--- src/lskv_pkg.sv ---
// lskv_pkg: shared widths, item kinds, status codes and the control structs
// for the linear search key-value table
// no dependencies
package lskv_pkg;

  localparam int CAPACITY_DEF = 64;
  localparam int KIND_W       = 3;
  localparam int KEY_W        = 32;
  localparam int DATA_W       = 32;
  localparam int STATUS_W     = 2;
  localparam int COUNT_W      = 7;

  typedef logic [KIND_W-1:0]          kind_t;
  typedef logic signed [KEY_W-1:0]    key_t;
  typedef logic signed [DATA_W-1:0]   data_t;
  typedef logic [STATUS_W-1:0]        status_t;
  typedef logic [COUNT_W-1:0]         count_t;

  // item kinds
  localparam kind_t KIND_LOOKUP = 3'd0;
  localparam kind_t KIND_FETCH  = 3'd1;
  localparam kind_t KIND_STORE  = 3'd2;
  localparam kind_t KIND_REMOVE = 3'd3;
  localparam kind_t KIND_CLEAR  = 3'd4;

  // result status codes
  localparam status_t ST_OK     = 2'd0;
  localparam status_t ST_ABSENT = 2'd1;
  localparam status_t ST_FULL   = 2'd2;

  // commands from the controller to the datapath
  typedef struct packed {
    logic load;
    logic search;
    logic shift_start;
    logic shift;
    logic commit;
    logic post;
  } ctl_cmd_t;

  // status from the datapath to the controller
  typedef struct packed {
    logic search_done;
    logic shift_done;
    logic hit;
    logic is_remove;
    logic out_free;
  } dp_stat_t;

endpackage

--- src/lskv_ctrl.sv ---
// lskv_ctrl: sequencing state machine for one item at a time
// depends on lskv_pkg
module lskv_ctrl (
  input  logic              clk,
  input  logic              rst,
  input  logic              in_valid,
  output logic              in_ready,
  input  lskv_pkg::dp_stat_t stat,
  output lskv_pkg::ctl_cmd_t cmd
);
  import lskv_pkg::*;

  localparam logic [2:0] S_IDLE   = 3'd0;
  localparam logic [2:0] S_SEARCH = 3'd1;
  localparam logic [2:0] S_FINISH = 3'd2;
  localparam logic [2:0] S_SHIFT  = 3'd3;
  localparam logic [2:0] S_COMMIT = 3'd4;
  localparam logic [2:0] S_DONE   = 3'd5;

  logic [2:0] state;
  logic [2:0] state_next;

  assign in_ready = (state == S_IDLE);

  // next state and commands
  always_comb begin
    state_next = state;
    cmd        = '0;
    case (state)
      S_IDLE: begin
        if (in_valid) begin
          cmd.load   = 1'b1;
          state_next = S_SEARCH;
        end
      end
      S_SEARCH: begin
        cmd.search = 1'b1;
        if (stat.search_done) begin
          state_next = S_FINISH;
        end
      end
      S_FINISH: begin
        if (stat.is_remove && stat.hit) begin
          cmd.shift_start = 1'b1;
          state_next      = S_SHIFT;
        end else begin
          state_next = S_COMMIT;
        end
      end
      S_SHIFT: begin
        cmd.shift = 1'b1;
        if (stat.shift_done) begin
          state_next = S_COMMIT;
        end
      end
      S_COMMIT: begin
        cmd.commit = 1'b1;
        state_next = S_DONE;
      end
      S_DONE: begin
        if (stat.out_free) begin
          cmd.post   = 1'b1;
          state_next = S_IDLE;
        end
      end
      default: begin
        state_next = S_IDLE;
      end
    endcase
  end

  // state register
  always_ff @(posedge clk) begin
    if (rst) begin
      state <= S_IDLE;
    end else begin
      state <= state_next;
    end
  end
endmodule

--- config.mk ---
export PLATFORM = sky130hd
export DESIGN_NAME = lskv_ctrl
export DESIGN_NICKNAME = d
export VERILOG_FILES = /design/src/lskv_pkg.sv /design/src/lskv_ctrl.sv
export SDC_FILE = /design/constraint.sdc
export NUM_CORES = 1
export LEC_CHECK = 0
export BUFFER_PORTS_ARGS = -buffer_cell sky130_fd_sc_hd__buf_2
export CORE_AREA = 3 3 40 42
export CTS_BUF_LIST = sky130_fd_sc_hd__clkbuf_4 sky130_fd_sc_hd__clkbuf_8
export DETAILED_ROUTE_END_ITERATION = 12
export DIE_AREA = 0 0 43 45
export PLACE_DENSITY = 0.54
export SYNTH_ARGS = -nofsm -noshare
export SYNTH_HDL_FRONTEND = slang
export SYNTH_SLANG_ARGS = --single-unit
--- constraint.sdc ---
create_clock -name clk -period 1.5 [get_ports clk]
set_input_delay 0.3 -clock clk [delete_from_list [all_inputs] [get_ports clk]]
set_output_delay 0.3 -clock clk [all_outputs]
set_load 0.005 [all_outputs]
==> flow_summary_export.csv <==
group,metric,value,unit
logic_synthesis,synthDistinctLibCells,24,
layout,drive_gt1_frac,0.6739,
layout,seq_area,63.81,um^2
critical_path,arrival,1.11,ns
placed_design,place.gp.congestion,0.7149,
layout,finalNetCount,55,
floorplanning,die_x,43,um
power_and_ir_drop,switchingPower,221.0,uW
sta,finalSetupViolCount,0,
critical_path,crit_start,"state[0]",
cts,cts_made_buffers,3,
global_route,grt_antenna_before_repair,0,
layout,top_regs,"state: 3 flops",
sta,setup_tns,0,ns
floorplanning,num_rows,13,
cts,clockBufferDepth,2,
power_and_ir_drop,swShare,0.3513,
cts,cts.sinks,3,
critical_path,r2r-end,"state[1]",
cts,clock_latency,0.23,ns
floorplanning,io_pins,15,
sta,worst_pin_slew,0.2819,ns
logic_synthesis,yosysWarnings,0,
critical_path,end_kind,"output pin",
sta,slew_viol_final,0,
global_route,grt_pass1_wl,979,um
global_route,grt_pass1_vias,244,
floorplanning,initial_core_util,0.2152,
power_and_ir_drop,p_int,408.1,uW
outcome,status,"complete, no violations",
cts,h-tree-depth,1,
critical_path,r2r_start,"state[1]",
logic_synthesis,ys_ff_latch,3,
logic_synthesis,syn_area,276.5,um^2
logic_synthesis,syn_inst,29,
sta,layout_min_cycle_time,1.408,ns
floorplanning,die_height,45,um
global_route,grt_max_degree,11,
sta,fin_crit_sh,0.9390,
power_and_ir_drop,p_leak,0.0001986,uW
run,cap_violations,0,
layout,multi_input_area,206.4,um^2
drt,vias,260,
drt,drtPass1Iterations,2,
critical_path,worstRegToRegCells,3,
layout,largest_register,"state",
layout,final_cell_area,392.9,um^2
sta,finClkSkew,0.001687,ns
cts,clk_pin_slew,0.04,ns
critical_path,ff2ff_setup_slack,0.27,ns
logic_synthesis,postSynthNetCount,37,
logic_synthesis,synth_area_per_cell,9.535,um^2
floorplanning,coreArea,1285,um^2
power_and_ir_drop,p_comb_frac,0.474,
critical_path,crit_fanout,8,
drt,avgViaCountPerCell,4.262,
global_route,track_usage,0.06911,
power_and_ir_drop,clkPwrFrac,0.254,
power_and_ir_drop,irDropWorstVdd,0.5328,mV
logic_synthesis,ys_seq_area_frac,0.2172,
drt,wl_per_cell,9.049,um
placed_design,io_buffers,14,
sta,fmax,0.7100,GHz
power_and_ir_drop,p_seq_frac,0.273,
layout,n_antenna_cell,0,
global_route,overflow,0,
sta,hold_viol_final,0,
layout,fillers,138,
floorplanning,fp.dieArea,1935,um^2
layout,largest_register_ffs,3,
critical_path,crit_required,1.20,ns
critical_path,critPathCapture,"cmd[3]",
layout,area_growth,42.08,%
critical_path,setup.worst_path.class,"reg -> out",
critical_path,startpoint_type,"register",
drt,drtIter0Drc,1,
cts,cts_tree,"built",
drt,drc_errors,0,
sta,rsz0062_at_grt,"no",
sta,max_slew_margin,0.8103,
min_path,hp-class,"in -> reg",
drt,ant_nets,0,
power_and_ir_drop,powerDensity,1601,nW/um^2
cts,cts_root_buf,"clkbuf_4",
drt,wl,552,um
placed_design,placed_area,354.1,um^2
==> kinds of logic after synthesis <==
kind of cell           Yosys count  share of synthesized area
AO/OA/AOI/OAI                    6                     0.2308
buffers and inverters            2                    0.05428
flip-flops                       3                     0.2172
multiplexers                     1                    0.04976
AND/OR/NAND/NOR                 17                     0.4480
==> worst min-delay path by stage <==
stage | start | endpoint | slack [ns] | cells after the start
floorplan | rst | state[1] | 0.37 | 1
global placement | rst | state[1] | 0.49 | 2
detailed placement | rst | state[1] | 0.49 | 2
CTS | rst | state[1] | 0.24 | 2
global route | rst | state[1] | 0.25 | 2
finish | rst | state[1] | 0.24 | 2
==> power groups by stage <==
stage	Clock, uW	Combinational, uW	Sequential (uW)
after global placement	0	303	165
after global routing	171	332	180
after detailed placement	0	299	165
final	160	298	171
after CTS	167	300	164
after floorplan	0	250	139
==> worst max-delay path, cell delays in order (launching register included) <==
cell and delay [ns]:
dfxtp_2 0.38, and3b_1 0.22, and2_1 0.15, buf_2 0.12
==> final cells by class <==
cell class / count / area share
clock buffer: 4 / 0.07643
inverter: 1 / 0.009554
multi-input combinational: 24 / 0.5255
sequential: 3 / 0.1624
tap: 15 / 0.04777
timing repair buffer: 14 / 0.1783
==> per-stage QoR <==
| stage | hold WS, ns | instances | util | power (uW) | setup WS, ns |
|---|---|---|---|---|---|
| after floorplan | 0.3689 | 29 | - | 388.6 | 0.3402 |
| final | 0.2418 | 61 | 0.3057 | 629.1 | 0.09153 |
| after global placement | 0.4923 | 57 | 0.2756 | 467.1 | 0.2062 |
| after CTS | 0.2418 | 61 | 0.2989 | 630.4 | 0.001034 |
| after detailed placement | 0.4913 | 57 | 0.2756 | 463.9 | 0.1840 |
| after global routing | 0.2462 | 61 | 0.3057 | 683.1 | 0.02705 |
==> timing repair <==
item,CTS,global route
endpoints found under the setup margin,0,5
resized for setup,0,4
buffers inserted,0,0
hold buffers,0,0
==> synth_stat cells <==
cell       instances  area, um^2
nand2b_2           1       8.760
a2111oi_2          1       15.01
or2b_1             1       7.510
nor2b_4            1       13.76
a22oi_2            1       12.51
o311a_1            1       10.01
and4b_2            1       11.26
and2b_4            1       10.01
nor3_1             1       5.000
nand2_1            1       3.750
dfxtp_1            3       60.06
o21bai_2           1       11.26
nor2b_1            2       12.51
and2_1             3       18.77
mux2i_2            1       13.76
nor2_1             1       3.750
nand2b_1           1       6.260
inv_2              1       3.750
and3b_1            1       8.760
a21boi_1           1       7.510
a21o_1             1       7.510
buf_6              1       11.26
nor3b_1            1       7.510
nor4_1             1       6.260
==> per-layer routing <==
layer / global-route usage / vias to the layer above / routed length, um
li1: - / 138 / -
met1: 0.08434 / 107 / 251
met2: 0.09581 / 13 / 225
met3: 0.01594 / 2 / 58
met4: 0.07229 / 0 / 17
met5: 0 / - / 0
==> placed cells by master (no fill, tap or decap), types with 2 or more instances in the layout <==
| master | netlist | layout |
|---|---|---|
| and2_1 | 3 | 3 |
| clkbuf_4 | 0 | 4 |
| dfxtp_2 | 0 | 3 |
| nor2b_1 | 2 | 2 |
| buf_2 | 0 | 14 |
Note: power is estimated with default switching activity, not from simulation.
